`config.mk`:
```
export PLATFORM = sky130hd
export DESIGN_NAME = dcbr_mul
export DESIGN_NICKNAME = d
export VERILOG_FILES = /design/src/hw/rtl/dcbr_pkg.sv /design/src/hw/rtl/dcbr_mul.sv
export SDC_FILE = /design/constraint.sdc
export NUM_CORES = 1
export LEC_CHECK = 0
export ABC_AREA = 1
export BUFFER_PORTS_ARGS = -buffer_cell sky130_fd_sc_hd__buf_2
export CORE_MARGIN = 2
export CORE_UTILIZATION = 60
export CTS_CLUSTER_DIAMETER = 200
export DETAILED_ROUTE_END_ITERATION = 8
export GPL_TIMING_DRIVEN = 0
export PLACE_DENSITY = 0.77
export SETUP_SLACK_MARGIN = 0.2
export SLEW_MARGIN = 20
export SYNTH_ARGS = -nofsm -noshare
export SYNTH_HDL_FRONTEND = slang
export SYNTH_SLANG_ARGS = --single-unit
```
`constraint.sdc`:
```
create_clock -name clk -period 9.6 [get_ports clk]
set_input_delay 0.48 -clock clk [delete_from_list [all_inputs] [get_ports clk]]
set_output_delay 0.48 -clock clk [all_outputs]
set_load 0.005 [all_outputs]
```
`src/hw/rtl/dcbr_pkg.sv`:
```
`timescale 1ns / 1ps
`default_nettype none

package dcbr_pkg;

  // Defaults for the top-level parameters
  localparam int MAX_LINE_DEF  = 16384;
  localparam int LINE_BITS_DEF = 24;

  // Fixed geometry of the bank
  localparam int COMB_COUNT = 4;
  localparam int COMB_IDX_W = $clog2(COMB_COUNT);

  // Field widths
  localparam int SAMPLE_W    = 16;
  localparam int COEF_W      = 16;
  localparam int TAIL_W      = 21;
  localparam int PACK_W      = 64;
  localparam int IN_TDATA_W  = 16;
  localparam int OUT_TDATA_W = 40;

  // Configuration register indexes
  localparam int REG_IDX_W = 3;
  localparam logic [REG_IDX_W-1:0] REG_ENABLED        = 3'd0;
  localparam logic [REG_IDX_W-1:0] REG_WET_TARGET     = 3'd1;
  localparam logic [REG_IDX_W-1:0] REG_WET_STEP       = 3'd2;
  localparam logic [REG_IDX_W-1:0] REG_DAMP_COEF      = 3'd3;
  localparam logic [REG_IDX_W-1:0] REG_COMB_LENGTHS   = 3'd4;
  localparam logic [REG_IDX_W-1:0] REG_COMB_FEEDBACKS = 3'd5;
  localparam logic [REG_IDX_W-1:0] REG_TAIL_SAMPLES   = 3'd6;

  // Register reset values
  localparam logic [COEF_W-1:0] DAMP_COEF_RST    = 16'hFFFF;
  localparam logic [PACK_W-1:0] COMB_LENGTHS_RST = 64'h0001_0001_0001_0001;

  // Request to the shared multiplier
  typedef struct packed {
    logic issue;
    logic wide_shift;
  } mul_ctl_t;

endpackage

`default_nettype wire

```
`src/hw/rtl/dcbr_mul.sv`:
```
`timescale 1ns / 1ps
`default_nettype none

// Shared multiply and round unit: product register, then a rounding register.
module dcbr_mul
  import dcbr_pkg::*;
#(
  parameter int LINE_BITS = LINE_BITS_DEF
) (
  input  logic                                clk,
  input  logic                                rst,
  input  mul_ctl_t                            ctl,
  input  logic signed [LINE_BITS:0]           a,
  input  logic        [COEF_W-1:0]            b,
  output logic signed [LINE_BITS+COEF_W+1:0]  result,
  output logic                                result_valid
);

  localparam int A_W  = LINE_BITS + 1;
  localparam int P_W  = A_W + COEF_W + 1;
  localparam int SH_N = COEF_W;
  localparam int SH_W = LINE_BITS - 3;

  localparam logic signed [P_W-1:0] HALF_N = P_W'(1) <<< (SH_N - 1);
  localparam logic signed [P_W-1:0] HALF_W = P_W'(1) <<< (SH_W - 1);

  logic signed [COEF_W:0]  b_s;
  logic signed [P_W-1:0]   prod;
  logic                    wide_q;
  logic                    prod_valid;
  logic        [P_W-1:0]   neg_ext;
  logic signed [P_W-1:0]   bias_n;
  logic signed [P_W-1:0]   bias_w;

  assign b_s = $signed({1'b0, b});

  always_ff @(posedge clk) begin
    prod   <= a * b_s;
    wide_q <= ctl.wide_shift;
  end

  always_ff @(posedge clk) begin
    if (rst) begin
      prod_valid   <= 1'b0;
      result_valid <= 1'b0;
    end else begin
      prod_valid   <= ctl.issue;
      result_valid <= prod_valid;
    end
  end

  // Round to nearest, ties away from zero: add half, less one when negative
  assign neg_ext = P_W'(prod[P_W-1]);
  assign bias_n  = prod + HALF_N - $signed(neg_ext);
  assign bias_w  = prod + HALF_W - $signed(neg_ext);

  always_ff @(posedge clk) begin
    result <= wide_q ? (bias_w >>> SH_W) : (bias_n >>> SH_N);
  end

endmodule

`default_nettype wire

```
Word level (Yosys, flattened, before mapping)
Cells that the tools add are included.

word-level totals
  flip-flop bits (word level) = 87
  bits in latches = 0
  memory bits (writable) = 0
  memory bits (read-only) = 0
  bits of input ports = 45
  output and inout port bits = 43
  memories kept = 0

operators by class
  add/subtract/negate cells = 4
  multipliers = 1
  divide/modulo/power cells = 0
  $lt $le $gt $ge = 0
  eq/ne operators = 0
  shifts and indexed selects = 0
  muxes and demuxes = 1
  bitwise gates (word level) = 0
  reductions and logical operators = 0

operators by type and width
  kind                                            count
  subtractor 42 x 2 -> 42 bit                     2
  adder 42 x 17 -> 42 bit, second input constant  1
  adder 42 x 22 -> 42 bit, second input constant  1
  multiplier 25 x 17 -> 42 bit                    1
  2-to-1 mux 42 bit                               1

Logic depth before layout (Yosys ltp)
Gate-level depths: netlist of run 1.

  word-level depth = 3
  gate-level depth with buffers = 27
  gate-level depth less buffers = 25

Worst setup path after synthesis of run 1
OpenSTA, ideal clock, no wires.

  path kind = input-to-reg
  from = input port a[24]
  to = register prod[39]
  data arrival time = 5.673 ns
  data required time = 9.486 ns
  slack = 3.813 ns
  stages = 20
  path buffers = 2
  cells stage by stage = clkbuf_1 > clkbuf_1 > nand2_1 > fa_1 > fa_1 > inv_1 > fa_1 > fa_1 > fa_1 > inv_1 > fa_1 > inv_1 > ha_1 > nand2_1 > nor2_1 > inv_1 > nor4_1 > nand3_1 > nand4_1 > nand2_1

between the ends
  cells in the longest elaborated chain, start to end = 1

ends and longest elaborated chain
  what                          line            RTL
  from (decl)                   dcbr_mul.sv:13  input logic signed [LINE_BITS:0] a,
  multiplier 25 x 17 -> 42 bit  dcbr_mul.sv:38  prod <= a * b_s;
  to (signal assigned)          dcbr_mul.sv:38
  to (decl)                     dcbr_mul.sv:28  logic signed [P_W-1:0] prod;

No other way between the ends.
A chain may end at the register's enable or synchronous reset.

Worst setup path in the final report of run 1
  from = input port b[3]
  to = register prod[39]

between the ends
  cells in the longest elaborated chain, start to end = 1

ends and longest elaborated chain
  what                          line            RTL
  from (decl)                   dcbr_mul.sv:14  input logic [COEF_W-1:0] b,
  multiplier 25 x 17 -> 42 bit  dcbr_mul.sv:38

No other way between the ends.

==> impl_results.md, run 1 <==
- Area growth from synthesis to layout: 5.20%
- Final-report max-slew violation count: 0
- CP max stage cell: fa_1
- Crit share post-route: 73.2%
- Synth area leaders: fa_1 36%, nand2_1 17%, inv_1 16%
- Worst-path cell chain: clkbuf_1 > clkbuf_1 > nand2_1 > fa_1 > fa_1 > inv_1 > fa_1 > fa_1 > fa_1 > inv_1 > fa_1 > inv_1 > ha_1 > nand2_1 > nor2_1 > inv_1 > nor4_1 > nand3_1 > nand4_1 > nand2_1
- Sequential share of the synthesized area: 6.54%
- Mapped Avg Cell Area: 6.79 um2
- DRT Pass-1 Iters: 8
- Clock Path Buffers: 2
- Library cells used by synthesis: 39
- Routed len/inst: 18.2 um
- Failing checks: design-rule violations
- Cts bufs inserted: 9
- Post-Syn Nets: 3,787
- Post-synth top area share: 36.0%
- WL met2: 29,800 um
- Highest metal used: met5
- Post-synth EDFFs: 0
- Unrepaired setup endpoints after global routing: false
- Root Buffer: clkbuf_16
- Vias in the first global route: 20,800
- MaxCap Viol Count: 0
- PortBufs: 46
- Core area: 0.0357 mm2
- Final hold violation count: 0
- Reg area: 0.00142 mm2
- Crit path launch type: primary input
- Total gr overflow: 0
- Starting DRT DRC Count: 1,777
- Yosys warnings: 0
- Initial antenna violation count: 1
- Remaining antenna violation count after routing: 0
- Mapped Area: 0.0217 mm2
- # setup viols final: 0
- First-pass GRT wire length: 109,000 um
- Critical path peak fanout: 10
- Resized cells post-CTS: 0
- TritonCTS clock tree: built
- Largest net degree at the start of global routing: 18
- Arrival @ worst endpoint: 7.27 ns
- Met3 Wirelength: 7540 um
- Worst path most repeated cell: fa_1
- Final setup margin: 2.58 ns
- Via count: 20,000
- Synth async-reset ratio: 0%
- IO Count: 88
- Die Span Y: 194 um
- Largest delay share family, worst path: adder cells
- Clock Sinks: 71
- TNS Setup: 0 ns
- GPL Wtd Cong: 0.989
- Critical path capture point type: flip-flop
- Setup bufs post-CTS: 0
- Buffers & Inverters on Critical Path: 6
- Die area: 0.0378 mm2
- Max Fclk: 142 MHz
- Die X: 194 um
- Worst-Margin Slew: 1.19 ns
- #FFs+latches synth: 71
- Status: finished with violations
- Cell taking the most area after synthesis: fa_1
- Hold Path Class: in2reg
- Wl on met1: 27,400 um
- Slew HR: 20.6%
- Num rows: 69
- # DRC: 4
- Final nets: 3,844
- Post-DP HPWL: 58,900 um
- Slowest Stage Delay on Critical Path: 0.78 ns
- Hold_buf cts: 0
- Clock Latency Late Sink: 0.36 ns
- Vias/cell: 5.38
- CTS H-tree lvls: 3
- Fin Clk Skew: 0.0110 ns
- Clock slew at reported path FFs: 0.06 ns
- Total Routed Length: 68,000 um
- # diodes: 0
- Synthesized instance count: 3,203
- Fraction of layout cells with a size suffix above 1: 3.52%
- Fillcell total: 3,310
- CP required: 9.84 ns
- Total track usage: 37.6%
- Starting density of the core: 61.0%
- Crit Path Class: in2reg
- Setup WS pre-CTS: 2.38 ns
- Dominant synthesized flop cell: dfxtp_1
- Area taken by multi-input logic gates: 0.0163 mm2
- Min Tclk post-route: 7.02 ns
-- metrics by stage --
step                hold slack (ns)  cell area [um2]  std cells  utilization (%)
floorplan                     0.388            21700       3203                -
global placement              0.393            22500       3710             63.2
detailed placement            0.395            22500       3710             63.2
CTS                           0.218            22900       3726             64.1
global route                  0.230            22900       3726             64.1
finish                        0.223            22900       3726             64.1
-- layout by cell type (no fill, tap or decap), drive strengths merged, types with 3 or more instances in the layout --
cell	count
nand4	31
nor2	192
nand3	133
and2	3
nand3b	3
a21oi	90
a21o	3
buf	66
dfxtp	71
xor2	24
nand2	977
nor3	13
xnor2	10
fa	391
a31oi	7
clkbuf	109
ha	148
clkinv	3
o21bai	7
inv	925
o21ai	45
-- final cells by class --
cell class	count	area share (%)
buffer	120	2.25
clock buffer	9	0.985
clock inverter	7	0.416
inverter	924	15.2
multi-input combinational	2088	71.4
sequential	71	6.22
tap	461	2.52
timing repair buffer	46	1.01
-- state kept, by name, indices dropped and copies added, names as in the netlist --
| signal | flops |
|---|---|
| prod | 42 |
| prod_valid | 1 |
| result | 26 |
| result_valid | 1 |
| wide_q | 1 |
-- worst paths after layout --
check                                start            to  slack [ns]  depth (start not counted)
worst min-delay path                ctl[0]        wide_q        0.22                          1
worst max-delay path                  b[3]      prod[39]        2.58                         20
worst min register to register  prod_valid  result_valid        0.40                          2
worst max register to register    prod[16]    result[15]        6.83                         14
-- per-layer routing --
layer,track usage (%),up-vias
li1,-,9242
met1,49.9,9636
met2,60.0,947
met3,8.92,208
met4,15.0,2
met5,0,-
-- worst reg2reg max path: cells and delay by family, from the launching register on --
family                     cells  cell delay (ns)
buffers and inverters          2             0.25
and+or+nand+nor               11             1.58
adders and majority gates      1             0.33
DFF                            1             0.49
-- synth_stat cells (2+ instances only) --
library cell	count
o21bai_1	7
and2_1	3
nand3_1	130
inv_2	3
nor2_1	179
ha_1	148
a31oi_1	7
inv_1	921
nand2_1	970
nor3_1	11
buf_4	16
nand2_2	7
buf_2	2
or2_2	2
nor2_2	8
xnor2_1	10
nand3_2	2
nand3b_1	3
fa_1	391
clkbuf_1	100
buf_1	2
a21o_1	3
nor4_1	2
a21oi_1	88
o211ai_1	2
o21a_1	2
o21ai_0	45
xor2_1	24
nand4_1	30
dfxtp_1	71
nor3_2	2
nor2_4	5
-- cells by family (layout without fill, tap and decap cells) --
kind of cell	after synthesis	after routing	synth area share, %
AND/OR/NAND/NOR	1357	1357	25.3
buffers and inverters	1044	1106	18.3
adder cells (fa/ha/maj)	539	539	44.5
AO/OA/AOI/OAI	158	158	3.93
flip-flops	71	71	6.54
XOR/XNOR	34	34	1.37
Power of run 1 is not shown: default switching activity piles up to over one toggle a cycle in this logic, so the estimate is an artifact.
==> inputs of run 2 (changes only) <==
==> constraint.sdc (replaced) <==
create_clock -name clk -period 7.2 [get_ports clk]
set_input_delay 0.36 -clock clk [delete_from_list [all_inputs] [get_ports clk]]
set_output_delay 0.36 -clock clk [all_outputs]
set_load 0.005 [all_outputs]
==> run 2 against run 1 <==
- the flow still finishes with violations (design-rule violations)
- critical endpoint unchanged
- sequential share of layout area about the same
- largest cell class unchanged
- global-route usage unchanged
- count of clock-buffer cells in the layout unchanged
==> impl_results.md, run 2 (synthesized netlist as in run 1, its figures left out) <==
- Status: finished with violations
- Failing checks: design-rule violations
- Biggest regs: prod (42), result (26)
- # setup viols final: 0 (unchanged)
- Critical path capture point type: flip-flop
- Final nets: 3,844 (unchanged)
- Largest net degree at the start of global routing: 18 (unchanged)
- TritonCTS clock tree: built
- Hold_buf cts: 0 (unchanged)
- Setup bufs post-CTS: 0 (unchanged)
- Starting density of the core: 61.0% (unchanged)
- Reg2reg path depth: 14 (unchanged)
- Top reg by flops: prod
- Remaining antenna violation count after routing: 0 (unchanged)
- MaxCap Viol Count: 0 (unchanged)
- Worst-Margin Slew: 1.17 ns (-0.0240 ns)
- Post-DP HPWL: 58,900 um (unchanged)
- Unrepaired setup endpoints after global routing: false
- CTS H-tree lvls: 3 (unchanged)
- Clock slew at reported path FFs: 0.06 ns (about the same)
- Worst hold start: ctl[0]
- Area growth from synthesis to layout: 5.20% (about the same)
- Cts bufs inserted: 9 (unchanged)
- Fraction of layout cells with a size suffix above 1: 3.55% (+0.031 points)
- IO Count: 88 (unchanged)
- Crit Path Class: in2reg
- Final hold violation count: 0 (unchanged)
- Reg2Reg Launch Point: prod[16]
- Initial antenna violation count: 1 (unchanged)
- Commonest non-fill, non-tap cell in the layout: nand2_1
- Routed len/inst: 18.2 um (about the same)
- Total gr overflow: 0 (unchanged)
- Starting DRT DRC Count: 1,774 (-0.17%)
- Fillcell total: 3,309 (-0.030%)
- # DRC: 4 (unchanged)
- Crit path launch type: primary input
- PortBufs: 46 (unchanged)
- Root Buffer: clkbuf_16
- First-pass GRT wire length: 109,000 um (unchanged)
- Clock Latency Late Sink: 0.36 ns (about the same)
- Min Tclk post-route: 6.68 ns
- CP required: 7.44 ns (-2.40 ns)
- Arrival @ worst endpoint: 6.93 ns (-0.34 ns)
- Via count: 20,000 (-0.11%)
- Total Routed Length: 67,900 um (about the same)
- Fin Clk Skew: 0.0110 ns (-0.00000820 ns)
- Commonest cells after routing, fill and taps aside: 970 x nand2_1, 921 x inv_1, 391 x fa_1, 179 x nor2_1, 148 x ha_1
- Clock Path Buffers: 2 (unchanged)
- TNS Setup: 0 ns (unchanged)
- Slew HR: 22.2% (+1.6 points)
- Crit share post-route: 92.8%
- Vias in the first global route: 20,800 (unchanged)
- DRT Pass-1 Iters: 7 (-1)
- Final-report max-slew violation count: 0 (unchanged)
- Critical path peak fanout: 10 (unchanged)
- Die Span Y: 194 um (unchanged)
- Vias/cell: 5.37 (-0.11%)
- Die area: 0.0378 mm2 (unchanged)
- GPL Wtd Cong: 0.989 (unchanged)
- Hold Crit Depth: 1 (unchanged)
- Core area: 0.0357 mm2 (unchanged)
- Total track usage: 37.6% (unchanged)
- # diodes: 0 (unchanged)
- Largest register FFs: 42 (unchanged)
- Die X: 194 um (unchanged)
- Clock Sinks: 71 (unchanged)
- Max Fclk: 150 MHz
- Hold Path Class: in2reg
- Num rows: 69 (unchanged)
- Worst Setup SP: a[24]
## run 2: cell counts in the layout (fill, tap and decap cells not counted)
No cell type changed its count.
## run 2: area by class of cell
class | instances | area [um2] | share of cell area (%)
sequential | 71 | 1420 | 6.22
inverter | 924 | 3470 | 15.2
clock inverter | 7 | 95.1 | 0.416
timing repair buffer | 46 | 230 | 1.01
buffer | 120 | 517 | 2.26
multi-input combinational | 2088 | 16300 | 71.4
clock buffer | 9 | 225 | 0.985
tap | 461 | 577 | 2.52
## run 2: per-stage QoR
stage / utilization, % / worst slack [ns] / cell area [um2] / hold slack [ns] / std cells
after detailed placement: 63.2 / 0.0988 / 22500 / 0.395 / 3710
final: 64.1 / 0.515 / 22900 / 0.103 / 3726
after CTS: 64.1 / 0.428 / 22900 / 0.0980 / 3726
after floorplan: - / 1.53 / 21700 / 0.388 / 3203
after global placement: 63.2 / 0.131 / 22500 / 0.393 / 3710
after global routing: 64.1 / 0.248 / 22900 / 0.110 / 3726
## run 2: metal layers
layer / global-route usage [%] / wire [um] / up-vias
li1: - / - / 9244
met5: 0 / 49 / -
met3: 8.92 / 7770 / 202
met4: 15.0 / 3050 / 2
met2: 60.0 / 29900 / 972
met1: 49.9 / 27200 / 9592
## run 2: repair_timing
action | in CTS | in global routing
gates resized for setup | 0 | 2
endpoints found under the hold margin | 0 | 0
setup endpoints to repair | 0 | 2
## run 2: worst paths after layout
path	end	slack (ns)
hold / removal	wide_q	0.10
setup / recovery	prod[39]	0.52
setup reg to reg	result[15]	4.43
hold reg to reg	result_valid	0.40
## run 2: worst max-delay path: stages
cell,delay (ns)
clkbuf_1,0.37
clkbuf_1,0.50
nand2_1,0.26
fa_1,0.82
fa_1,0.45
inv_1,0.36
fa_1,0.52
fa_1,0.49
fa_1,0.53
inv_1,0.06
fa_1,0.50
inv_1,0.05
ha_1,0.35
nand2_1,0.10
nor2_1,0.11
inv_1,0.08
nor4_1,0.53
nand3_1,0.28
nand4_1,0.14
nand2_1,0.05
Power of run 2 is left out for the same reason.
